<file path="config.mk">
export PLATFORM = sky130hd
export DESIGN_NAME = control_word_decoder
export DESIGN_NICKNAME = d
export VERILOG_FILES = /design/src/rtl/cwd_pkg.sv /design/src/rtl/control_word_decoder.sv
export VERILOG_INCLUDE_DIRS = /design/src /design/src/rtl
export SDC_FILE = /design/constraint.sdc
export NUM_CORES = 1
export LEC_CHECK = 0
export ABC_AREA = 1
export BUFFER_PORTS_ARGS = -buffer_cell sky130_fd_sc_hd__buf_4
export CAP_MARGIN = 15
export CORE_ASPECT_RATIO = 1.75
export CORE_MARGIN = 5
export CORE_UTILIZATION = 50
export CTS_CLUSTER_SIZE = 40
export DETAILED_ROUTE_END_ITERATION = 6
export PLACE_DENSITY = 0.81
export RECOVER_POWER = 50
export SETUP_SLACK_MARGIN = 0.3
export SYNTH_ARGS = -nofsm -noshare
export SYNTH_HDL_FRONTEND = slang
export SYNTH_SLANG_ARGS = --single-unit
</file>
<file path="constraint.sdc">
create_clock -name clk -period 1.8 [get_ports clk]
set_clock_uncertainty 0.1 [all_clocks]
set_input_delay 0.09 -clock clk [delete_from_list [all_inputs] [get_ports clk]]
set_output_delay 0.09 -clock clk [all_outputs]
set_load 0.005 [all_outputs]
</file>
<file path="src/rtl/control_word_decoder_macros.svh">
// Assertion macros for the control word decoder.
`ifndef CONTROL_WORD_DECODER_MACROS_SVH
`define CONTROL_WORD_DECODER_MACROS_SVH

`ifndef SYNTHESIS

// Concurrent property checked at every rising edge outside reset
`define CWD_ASSERT(label, clk, rst_n, prop) \
    label: assert property (@(posedge clk) disable iff (!rst_n) prop) \
        else $error("control_word_decoder: property violated");

// Expression that must never be true outside reset
`define CWD_NEVER(label, clk, rst_n, expr) \
    label: assert property (@(posedge clk) disable iff (!rst_n) !(expr)) \
        else $error("control_word_decoder: forbidden condition seen");

`else

`define CWD_ASSERT(label, clk, rst_n, prop)
`define CWD_NEVER(label, clk, rst_n, expr)

`endif

`endif

</file>
<file path="src/rtl/cwd_pkg.sv">
package cwd_pkg;

    // Load strobe bit positions
    localparam int unsigned LD_A   = 0;
    localparam int unsigned LD_B   = 1;
    localparam int unsigned LD_F   = 2;
    localparam int unsigned LD_IR  = 3;
    localparam int unsigned LD_PC  = 4;
    localparam int unsigned LD_MAR = 5;
    localparam int unsigned LD_OUT = 6;

    // Bus drive bit positions
    localparam int unsigned DR_F   = 2;
    localparam int unsigned DR_PC  = 4;
    localparam int unsigned DR_MEM = 5;
    localparam int unsigned DR_IN  = 6;

    // Timing steps
    localparam logic [3:0] STEP_FETCH_ADDR = 4'd0;
    localparam logic [3:0] STEP_FETCH_DATA = 4'd1;
    localparam logic [3:0] STEP_EXEC_2     = 4'd2;
    localparam logic [3:0] STEP_EXEC_3     = 4'd3;
    localparam logic [3:0] STEP_EXEC_4     = 4'd4;
    localparam logic [3:0] STEP_EXEC_5     = 4'd5;
    localparam logic [3:0] STEP_EXEC_6     = 4'd6;

    // Opcodes
    localparam logic [7:0] OP_NOP       = 8'h00;
    localparam logic [7:0] OP_IN_OUT    = 8'h01;
    localparam logic [7:0] OP_IN_A      = 8'h02;
    localparam logic [7:0] OP_IN_B      = 8'h03;
    localparam logic [7:0] OP_F_A       = 8'h04;
    localparam logic [7:0] OP_F_B       = 8'h05;
    localparam logic [7:0] OP_ALU_8     = 8'h06;
    localparam logic [7:0] OP_ALU_9     = 8'h07;
    localparam logic [7:0] OP_F_OUT     = 8'h08;
    localparam logic [7:0] OP_LD_A      = 8'h09;
    localparam logic [7:0] OP_LD_B      = 8'h0a;
    localparam logic [7:0] OP_LD_OUT    = 8'h0b;
    localparam logic [7:0] OP_ALU_FIRST = 8'h0c;
    localparam logic [7:0] OP_ALU_LAST  = 8'h1d;
    localparam logic [7:0] OP_MEM_ADD   = 8'h1f;
    localparam logic [7:0] OP_MEM_SUB   = 8'h20;
    localparam logic [7:0] OP_JUMP      = 8'h21;
    localparam logic [7:0] OP_HALT      = 8'h22;

    // ALU operation codes
    localparam logic [4:0] ALU_ADD = 5'd0;
    localparam logic [4:0] ALU_SUB = 5'd1;
    localparam logic [4:0] ALU_OP8 = 5'd8;
    localparam logic [4:0] ALU_OP9 = 5'd9;

    localparam int unsigned ALU_TABLE_DEPTH = 18;

    // ALU codes for the single-step ALU opcodes, indexed by opcode - 0x0c
    localparam logic [4:0] ALU_CODES [ALU_TABLE_DEPTH] = '{
        5'd0,  5'd1,  5'd4,  5'd5,  5'd2,  5'd3,  5'd6,  5'd7,  5'd8,
        5'd9,  5'd10, 5'd11, 5'd16, 5'd15, 5'd17, 5'd18, 5'd20, 5'd20
    };

    // One control word
    typedef struct packed {
        logic [7:0] reg_load;
        logic [6:0] bus_drive;
        logic       mem_write;
        logic       pc_increment;
        logic       pc_halt;
        logic       step_reset;
        logic [4:0] alu_op;
    } ctrl_word_t;

    // Full control word decode for one opcode and step
    function automatic ctrl_word_t decode_word(input logic [7:0] opc,
                                               input logic [3:0] stp);
        ctrl_word_t w;
        logic [7:0] rel;
        logic [4:0] idx;
        w   = '0;
        rel = opc - OP_ALU_FIRST;
        idx = rel[4:0];
        if (stp == STEP_FETCH_ADDR)
        begin
            w.reg_load[LD_MAR] = 1'b1;
            w.bus_drive[DR_PC] = 1'b1;
        end
        else if (stp == STEP_FETCH_DATA)
        begin
            w.reg_load[LD_IR]   = 1'b1;
            w.bus_drive[DR_MEM] = 1'b1;
            w.pc_increment      = 1'b1;
        end
        else
        begin
            unique case (opc) inside
                [OP_NOP:OP_F_OUT]:
                begin
                    if (stp == STEP_EXEC_2)
                    begin
                        w.step_reset = 1'b1;
                        unique case (opc)
                            OP_NOP:
                            begin
                            end
                            OP_IN_OUT:
                            begin
                                w.reg_load[LD_OUT] = 1'b1;
                                w.bus_drive[DR_IN] = 1'b1;
                            end
                            OP_IN_A:
                            begin
                                w.reg_load[LD_A]   = 1'b1;
                                w.bus_drive[DR_IN] = 1'b1;
                            end
                            OP_IN_B:
                            begin
                                w.reg_load[LD_B]   = 1'b1;
                                w.bus_drive[DR_IN] = 1'b1;
                            end
                            OP_F_A:
                            begin
                                w.reg_load[LD_A]  = 1'b1;
                                w.bus_drive[DR_F] = 1'b1;
                            end
                            OP_F_B:
                            begin
                                w.reg_load[LD_B]  = 1'b1;
                                w.bus_drive[DR_F] = 1'b1;
                            end
                            OP_ALU_8:
                            begin
                                w.reg_load[LD_F] = 1'b1;
                                w.alu_op         = ALU_OP8;
                            end
                            OP_ALU_9:
                            begin
                                w.reg_load[LD_F] = 1'b1;
                                w.alu_op         = ALU_OP9;
                            end
                            default:
                            begin
                                w.reg_load[LD_OUT] = 1'b1;
                                w.bus_drive[DR_F]  = 1'b1;
                            end
                        endcase
                    end
                end
                [OP_LD_A:OP_LD_OUT]:
                begin
                    if (stp == STEP_EXEC_2)
                    begin
                        w.reg_load[LD_MAR] = 1'b1;
                        w.bus_drive[DR_PC] = 1'b1;
                    end
                    else if (stp == STEP_EXEC_3)
                    begin
                        w.reg_load[LD_A]    = (opc == OP_LD_A);
                        w.reg_load[LD_B]    = (opc == OP_LD_B);
                        w.reg_load[LD_OUT]  = (opc == OP_LD_OUT);
                        w.bus_drive[DR_MEM] = 1'b1;
                        w.pc_increment      = 1'b1;
                        w.step_reset        = 1'b1;
                    end
                end
                [OP_ALU_FIRST:OP_ALU_LAST]:
                begin
                    if (stp == STEP_EXEC_2)
                    begin
                        w.reg_load[LD_F] = 1'b1;
                        w.step_reset     = 1'b1;
                        w.alu_op         = ALU_CODES[idx];
                    end
                end
                OP_MEM_ADD, OP_MEM_SUB:
                begin
                    unique case (stp)
                        STEP_EXEC_2, STEP_EXEC_4:
                        begin
                            w.reg_load[LD_MAR] = 1'b1;
                            w.bus_drive[DR_PC] = 1'b1;
                        end
                        STEP_EXEC_3:
                        begin
                            w.reg_load[LD_A]    = 1'b1;
                            w.bus_drive[DR_MEM] = 1'b1;
                            w.pc_increment      = 1'b1;
                        end
                        STEP_EXEC_5:
                        begin
                            w.reg_load[LD_B]    = 1'b1;
                            w.bus_drive[DR_MEM] = 1'b1;
                            w.pc_increment      = 1'b1;
                        end
                        STEP_EXEC_6:
                        begin
                            w.reg_load[LD_F] = 1'b1;
                            w.step_reset     = 1'b1;
                            w.alu_op         = (opc == OP_MEM_ADD) ? ALU_ADD : ALU_SUB;
                        end
                        default:
                        begin
                        end
                    endcase
                end
                OP_JUMP:
                begin
                    if (stp == STEP_EXEC_2)
                    begin
                        w.reg_load[LD_MAR] = 1'b1;
                        w.bus_drive[DR_PC] = 1'b1;
                    end
                    else if (stp == STEP_EXEC_3)
                    begin
                        w.reg_load[LD_PC]   = 1'b1;
                        w.bus_drive[DR_MEM] = 1'b1;
                        w.step_reset        = 1'b1;
                    end
                end
                OP_HALT:
                begin
                    if (stp == STEP_EXEC_2)
                    begin
                        w.pc_halt    = 1'b1;
                        w.step_reset = 1'b1;
                    end
                end
                default:
                begin
                end
            endcase
        end
        return w;
    endfunction

endpackage

</file>
<file path="src/rtl/control_word_decoder.sv">
// Channel   Handshake            Payload
// -------   ------------------   -----------------------------------------------
// command   start / busy         opcode, step
// result    done (one cycle)     reg_load, bus_drive, mem_write, pc_increment,
//                                pc_halt, step_reset, alu_op
//
// Each transaction passes through the input register, then through the decode
// into the result register, before done is raised.
// A new transaction is taken every cycle; busy is held low.
// The receiver cannot stall; done is high for exactly one cycle per transaction.
// rst_n (asynchronous, active low) clears the valid flags only.
`include "control_word_decoder_macros.svh"

module control_word_decoder (
    input  logic       clk,
    input  logic       rst_n,
    input  logic       start,
    output logic       busy,
    input  logic [7:0] opcode,
    input  logic [3:0] step,
    output logic       done,
    output logic [7:0] reg_load,
    output logic [6:0] bus_drive,
    output logic       mem_write,
    output logic       pc_increment,
    output logic       pc_halt,
    output logic       step_reset,
    output logic [4:0] alu_op
);

    logic                in_valid_reg;
    logic                in_valid_next;
    logic [7:0]          opcode_reg;
    logic [3:0]          step_reg;
    logic                done_reg;
    cwd_pkg::ctrl_word_t word_reg;
    cwd_pkg::ctrl_word_t word_next;

    // Never stalls
    assign busy = 1'b0;

    assign in_valid_next = start && !busy;

    // Input stage control
    always_ff @(posedge clk or negedge rst_n)
    begin
        if (!rst_n) begin
            in_valid_reg <= 1'b0;
            done_reg     <= 1'b0;
        end else begin
            in_valid_reg <= in_valid_next;
            done_reg     <= in_valid_reg;
        end
    end

    // Input payload capture
    always_ff @(posedge clk)
    begin
        if (in_valid_next) begin
            opcode_reg <= opcode;
            step_reg   <= step;
        end
    end

    // Decode
    always_comb
    begin
        word_next = cwd_pkg::decode_word(opcode_reg, step_reg);
    end

    // Result payload register
    always_ff @(posedge clk)
    begin
        if (in_valid_reg) begin
            word_reg <= word_next;
        end
    end

    assign done         = done_reg;
    assign reg_load     = word_reg.reg_load;
    assign bus_drive    = word_reg.bus_drive;
    assign mem_write    = word_reg.mem_write;
    assign pc_increment = word_reg.pc_increment;
    assign pc_halt      = word_reg.pc_halt;
    assign step_reset   = word_reg.step_reset;
    assign alu_op       = word_reg.alu_op;

    // Checks
    `CWD_ASSERT(a_latency, clk, rst_n, (start && !busy) |=> ##1 done)
    `CWD_ASSERT(a_no_spurious, clk, rst_n, !(start && !busy) |=> ##1 !done)
    `CWD_ASSERT(a_halt_ends, clk, rst_n, (done && pc_halt) |-> step_reset)
    `CWD_NEVER(a_inc_mem, clk, rst_n, done && pc_increment && !bus_drive[cwd_pkg::DR_MEM])

endmodule

</file>
After elaboration in Yosys (flattened, before gate mapping)
Memory sizes are Yosys's and may differ from the RTL's.
Index checks and enable logic that the tools add are counted.
Widths: inputs -> output; s select.
{"block": "word_totals", "out_inout_bits": 26, "word_cells": 107, "romBits": 160, "n_memories": 1, "register_bits": 33, "in_bits": 15}
{"block": "classes", "order_cmp": 7, "n_bitwise": 5, "eq_ne": 20, "n_reduce_logical": 19, "n_addsub": 1, "n_mux": 41}
{"name": "(no name shown)", "words": 32, "width": 5, "rd": 1, "rd_ports_with_merged_regs": 0, "write_ports": 0, "line_no": "cwd_pkg.sv:170", "source": "w.alu_op = ALU_CODES[idx];"}
{"op": "$eq 8x3->1 const B", "n": 4}
{"op": "$eq 8x4->1 const B", "n": 3}
{"op": "$eq 8x6->1 const B", "n": 3}
{"op": "$mux 1", "n": 22}
{"op": "$mux 6", "n": 3}
{"op": "$eq 8x2->1 const B", "n": 2}
{"op": "$ge 8x4->1 const B", "n": 2}
{"op": "$le 8x4->1 const B", "n": 2}
{"op": "$reduce_or 2->1", "n": 8}
{"op": "$pmux 5 s3", "n": 1}
{"op": "$eq 4x3->1 const B", "n": 3}
{"op": "$mux 5", "n": 2}
{"op": "$reduce_or 3->1", "n": 3}
{"op": "$eq 4x2->1 const B", "n": 2}
{"op": "$eq 8x1->1 const B", "n": 1}
{"op": "$eq 8x5->1 const B", "n": 1}
{"op": "$ge 8x1->1 const B", "n": 1}
{"op": "$le 8x5->1 const B", "n": 1}
{"op": "$logic_not 8->1", "n": 1}
{"op": "$mux 2", "n": 4}
{"op": "$pmux 4 s2", "n": 1}
{"op": "$reduce_or 7->1", "n": 1}
{"op": "$ge 6x6->1 const B", "n": 1}
{"op": "$not 5->6", "n": 1}
{"op": "13 further kinds", "n": 20}

Longest topological paths before layout
{"block": "depth", "ltp_word": 7, "depth_mapped": 9, "ltp_nobuf": 9}

Least setup slack after synthesis
OpenSTA, ideal clock, no wires.
{"block": "synth_path", "kind": "reg-to-reg", "startpoint": "reg opcode_reg[2]", "endpoint": "reg word_reg, in the netlist alu_op[0], data pin", "stages_incl_launch_ff": 9, "t_arrival_ns": 1.305, "required_ns": 1.443, "setup_slack_ns": 0.138, "period_less_slack_ns": 1.662, "setup_ns": 0.257, "path_buffers": 0, "cell_sequence": "edfxtp_1 inv_1 ha_1 inv_1 nor2_1 nor2_1 nor3_2 nand2_1 nand3_2"}
{"block": "synth_between", "elab_chain_cells": 7, "word_cells_on_any_way": 22, "classes_between": "1 x add/sub; 4 x order compare; 4 x eq/ne; 8 x mux; 1 x bitwise; 3 x reduce/logical; 1 x memory"}
{"item": "start, declared", "line_no": "control_word_decoder.sv:33", "source": "logic [7:0] opcode_reg;"}
{"item": "start signal, assigned", "line_no": "control_word_decoder.sv:60", "source": "opcode_reg <= opcode;"}
{"item": "$sub 5x4->5", "line_no": "cwd_pkg.sv:79", "source": "rel = opc - OP_ALU_FIRST;"}
{"item": "$not 5->6 (implied by the code)", "line_no": "cwd_pkg.sv:170"}
{"item": "$mem_v2 32x5"}
{"item": "$mux 5 (implied by the code) (2 in a row)", "line_no": "cwd_pkg.sv:170"}
{"item": "$mux 6", "line_no": "cwd_pkg.sv:166", "source": "if (stp == STEP_EXEC_2)"}
{"item": "$pmux 5 s3 *", "line_no": "cwd_pkg.sv:94", "source": "unique case (opc) inside"}
{"item": "end signal, assigned", "line_no": "control_word_decoder.sv:75", "source": "word_reg <= word_next;"}
{"item": "end, declared", "line_no": "control_word_decoder.sv:36", "source": "cwd_pkg::ctrl_word_t word_reg;"}
Mark *: on every way between the ends. The rest lies on a longest branch, timed or not. The select of a mux whose other input is x is not followed.
A chain may end at the register's enable or synchronous reset.

Worst setup path after layout
{"block": "layout_path", "startpoint": "reg opcode_reg[2]", "endpoint": "reg word_reg, in the netlist step_reset, data pin"}
{"block": "layout_between", "elab_chain_cells": 4, "word_cells_on_any_way": 16, "classes_between": "6 x order compare; 4 x eq/ne; 1 x mux; 5 x reduce/logical"}
{"item": "$ge 8x4->1 (implied by the code) / $le 8x4->1 (equally long branches)", "line_no": "control_word_decoder.sv:68", "source": "word_next = cwd_pkg::decode_word(opcode_reg, step_reg);"}
{"item": "$logic_and 1x1->1 (implied by the code)", "line_no": "control_word_decoder.sv:68"}
{"item": "$reduce_or 2->1 (no line)"}
{"item": "$pmux 1 s5 *", "line_no": "cwd_pkg.sv:94"}
Mark *: on every way between the ends. The rest lies on a longest branch, timed or not.

==> results.ini <==
[setup_path]
cp-start-kind = flip-flop
ff2ff_setup_slack_ns = 0.1
cp_slowest_cell = edfxtp_1
crit_required_ns = 1.73
reg2reg_depth = 8
arrival_ns = 1.64
critPathKind = flip-flop to flip-flop
r2r-start = opcode_reg[2]$_DFFE_PP_
critPathMaxFanout = 3
max_stage_delay_ns = 0.45
cp_cell_sequence = buf_6 > ha_4 > inv_2 > nand3_4 > o21ai_4 > nand2_2 > nand2_2 > nand3_1
timing.rr.end = step_reset$_SDFFCE_PP0P_
end_kind = flip-flop
crit_top_cell = nand2_2

[power]
total_leakage_power_nw = 1.049
peakVddDrop_v = 0.0007618
power_density_nw_per_um2 = 691.6
p_total_w = 0.001761

[global_route]
grt_first_pass_wirelength_um = 6368
grt_max_degree = 20
track_usage_pct = 16.59
grt_remaining_overflow = 0
grt_pass1_vias = 1411
antenna_found_initial = 0

[die]
rows = 29
die_y_um = 89.99
die-area_um2 = 5013
fp.dieW_um = 55.71
start_util_pct = 50.89
core_um2 = 3592
ioPinCount = 41

[status]
outcome = completed

[synth]
synth_top_area_cell = edfxtp_1
syn_avg_cell_area_um2 = 9.989
syn_area_um2 = 1828
ys_seq_area_share_pct = 52.02
synth-warning-count = 0
synth_area_leaders = edfxtp_1 (49%), ha_1 (8.2%), nand2_1 (7.0%)
synth_cell_type_count = 30
synth_flop_cell = edfxtp_1
synth.most_common_cell = nand2_1
synthArstFlopShare_pct = 6.250
synth_edf_count = 30
synth_seq_cells = 32
synth_cells = 183
synth_top_area_share_pct = 49.28
synthTopCellsByCount = nand2_1 (34), edfxtp_1 (30), inv_1 (17), nor2_1 (17)

[timing]
fmax_mhz = 587.9
setup_violations = 0
slew_violations = 0
worst_pin_slew_ns = 0.9725
hold_viol_final = 0
min_period_ns = 1.701
rsz0062_at_grt = yes
period_share_pct = 94.50
fin_tns_setup_ns = 0
whs_ns = 0.01138
max_slew_margin_pct = 35.16

[clock_network]
clk_latency_ns = 0.28
cts.sinks = 32
cts_buffer_depth = 2
clk_pin_slew_ns = 0.06
root_buffer = clkbuf_8
cts_buffers = 5
h-tree-depth = 2
cts_tree = done

[place]
place.gp.congestion = 0.9007
placed_area_um2 = 2180
io_buffer_count = 34
hpwl_um = 2925

[drt]
drc = 0
avgRoutedWirePerCell_um = 13.34
routed_wl_um = 3934
num_vias = 1453
drt_first_pass_iters = 4
final_antenna_net_count = 0
vias_per_cell = 4.925
first_iter_violations = 51

[hold_path]
hold_class = input pin to asynchronous set/reset pin

[layout]
drive_gt1_share_pct = 41.37
syn_to_final_growth_pct = 39.29
final_nets = 275
largest_reg_flops = 8
final_util_pct = 70.88
fin_area_um2 = 2546
diodes = 0

[job]
cap_violations = 0

==> placed cells by master (no fill, tap or decap), drive strengths merged <==
| master | synthesis | final |
|---|---|---|
| dfrtp | 2 | 2 |
| nand4 | 4 | 4 |
| edfxtp | 30 | 30 |
| buf | 7 | 17 |
| nand2 | 38 | 38 |
| o211ai | 1 | 1 |
| clkinv | 1 | 2 |
| dlygate4sd3 | 0 | 14 |
| inv | 21 | 21 |
| nand3 | 17 | 17 |
| a21oi | 7 | 7 |
| clkbuf | 0 | 36 |
| nor2 | 22 | 22 |
| o21ai | 4 | 4 |
| xor2 | 1 | 1 |
| or2 | 1 | 1 |
| conb | 1 | 6 |
| nand3b | 2 | 2 |
| nor3 | 10 | 10 |
| ha | 12 | 12 |
| and2 | 2 | 2 |
==> critical path: cells and delay by family (launching register included) <==
| kind | cells | cell delay [ns] |
|---|---|---|
| adders and majority gates | 1 | 0.16 |
| AOI/OAI and AO/OA | 1 | 0.18 |
| buffers and inverters | 2 | 0.23 |
| and+or+nand+nor | 4 | 0.33 |
| DFF | 1 | 0.45 |
==> layer usage <==
metal  part of all wire, %  GRT usage [%]  vias to the layer above
met5                     0              0                        -
met4                   2.6          8.114                        0
met3                   5.3          4.441                       10
met2                    61          33.10                       43
met1                    31          14.22                      672
li1                      -              -                      728
==> worst max-delay path by stage <==
stage                                       start                    endpoint  slack, ns  depth (start not counted)
after floorplan           opcode_reg[3]$_DFFE_PP_  pc_increment$_SDFFCE_PP0P_       0.20                          7
after global placement    opcode_reg[3]$_DFFE_PP_    step_reset$_SDFFCE_PP0P_       0.03                          7
after detailed placement  opcode_reg[3]$_DFFE_PP_    step_reset$_SDFFCE_PP0P_       0.01                          7
after CTS                 opcode_reg[0]$_DFFE_PP_    step_reset$_SDFFCE_PP0P_       0.10                          9
after global routing      opcode_reg[2]$_DFFE_PP_    step_reset$_SDFFCE_PP0P_       0.02                          8
final                     opcode_reg[2]$_DFFE_PP_    step_reset$_SDFFCE_PP0P_        0.1                          8
==> final cells by class <==
type                            count  area (µm²)
Sequential cell                    32       950.9
Multi-Input combinational cell    127       893.4
Clock inverter                      1       5.005
Inverter                           22       88.84
Fill cell                         261        1046
Clock buffer                        7       76.32
Timing Repair Buffer               60       474.2
Tap cell                           46       57.56
==> power by group <==
part           internal [W]  switching [W]  leakage, nW
Combinational      0.000161       0.000181        0.695
Sequential         0.000867      0.0000313        0.312
Clock              0.000271       0.000250       0.0422
==> kinds of logic after synthesis <==
group	Yosys count	share of synthesized area, %
and+or+nand+nor	96	27.86
DFF	32	52.02
other	1	0.2051
xor gates and xnor gates	1	0.4792
adders and majority gates	12	8.213
buffers and inverters	29	7.597
AOI/OAI and AO/OA	12	3.627
==> through the flow <==
step | instances | setup slack, ns
after floorplan | 188 | 0.2018
after global placement | 265 | 0.02995
after detailed placement | 265 | 0.01281
after CTS | 290 | 0.1008
after global routing | 295 | 0.02056
final | 295 | 0.09900
==> timing repair <==
item                                    4_1_cts  5_1_grt
buffers inserted                              3        5
endpoints found under the setup margin       15       15
resized for setup                            22        8
hold buffers                                 14        0
pin swaps                                    10        1
endpoints found under the hold margin        15        0
Power figures use the tool's default switching activity.
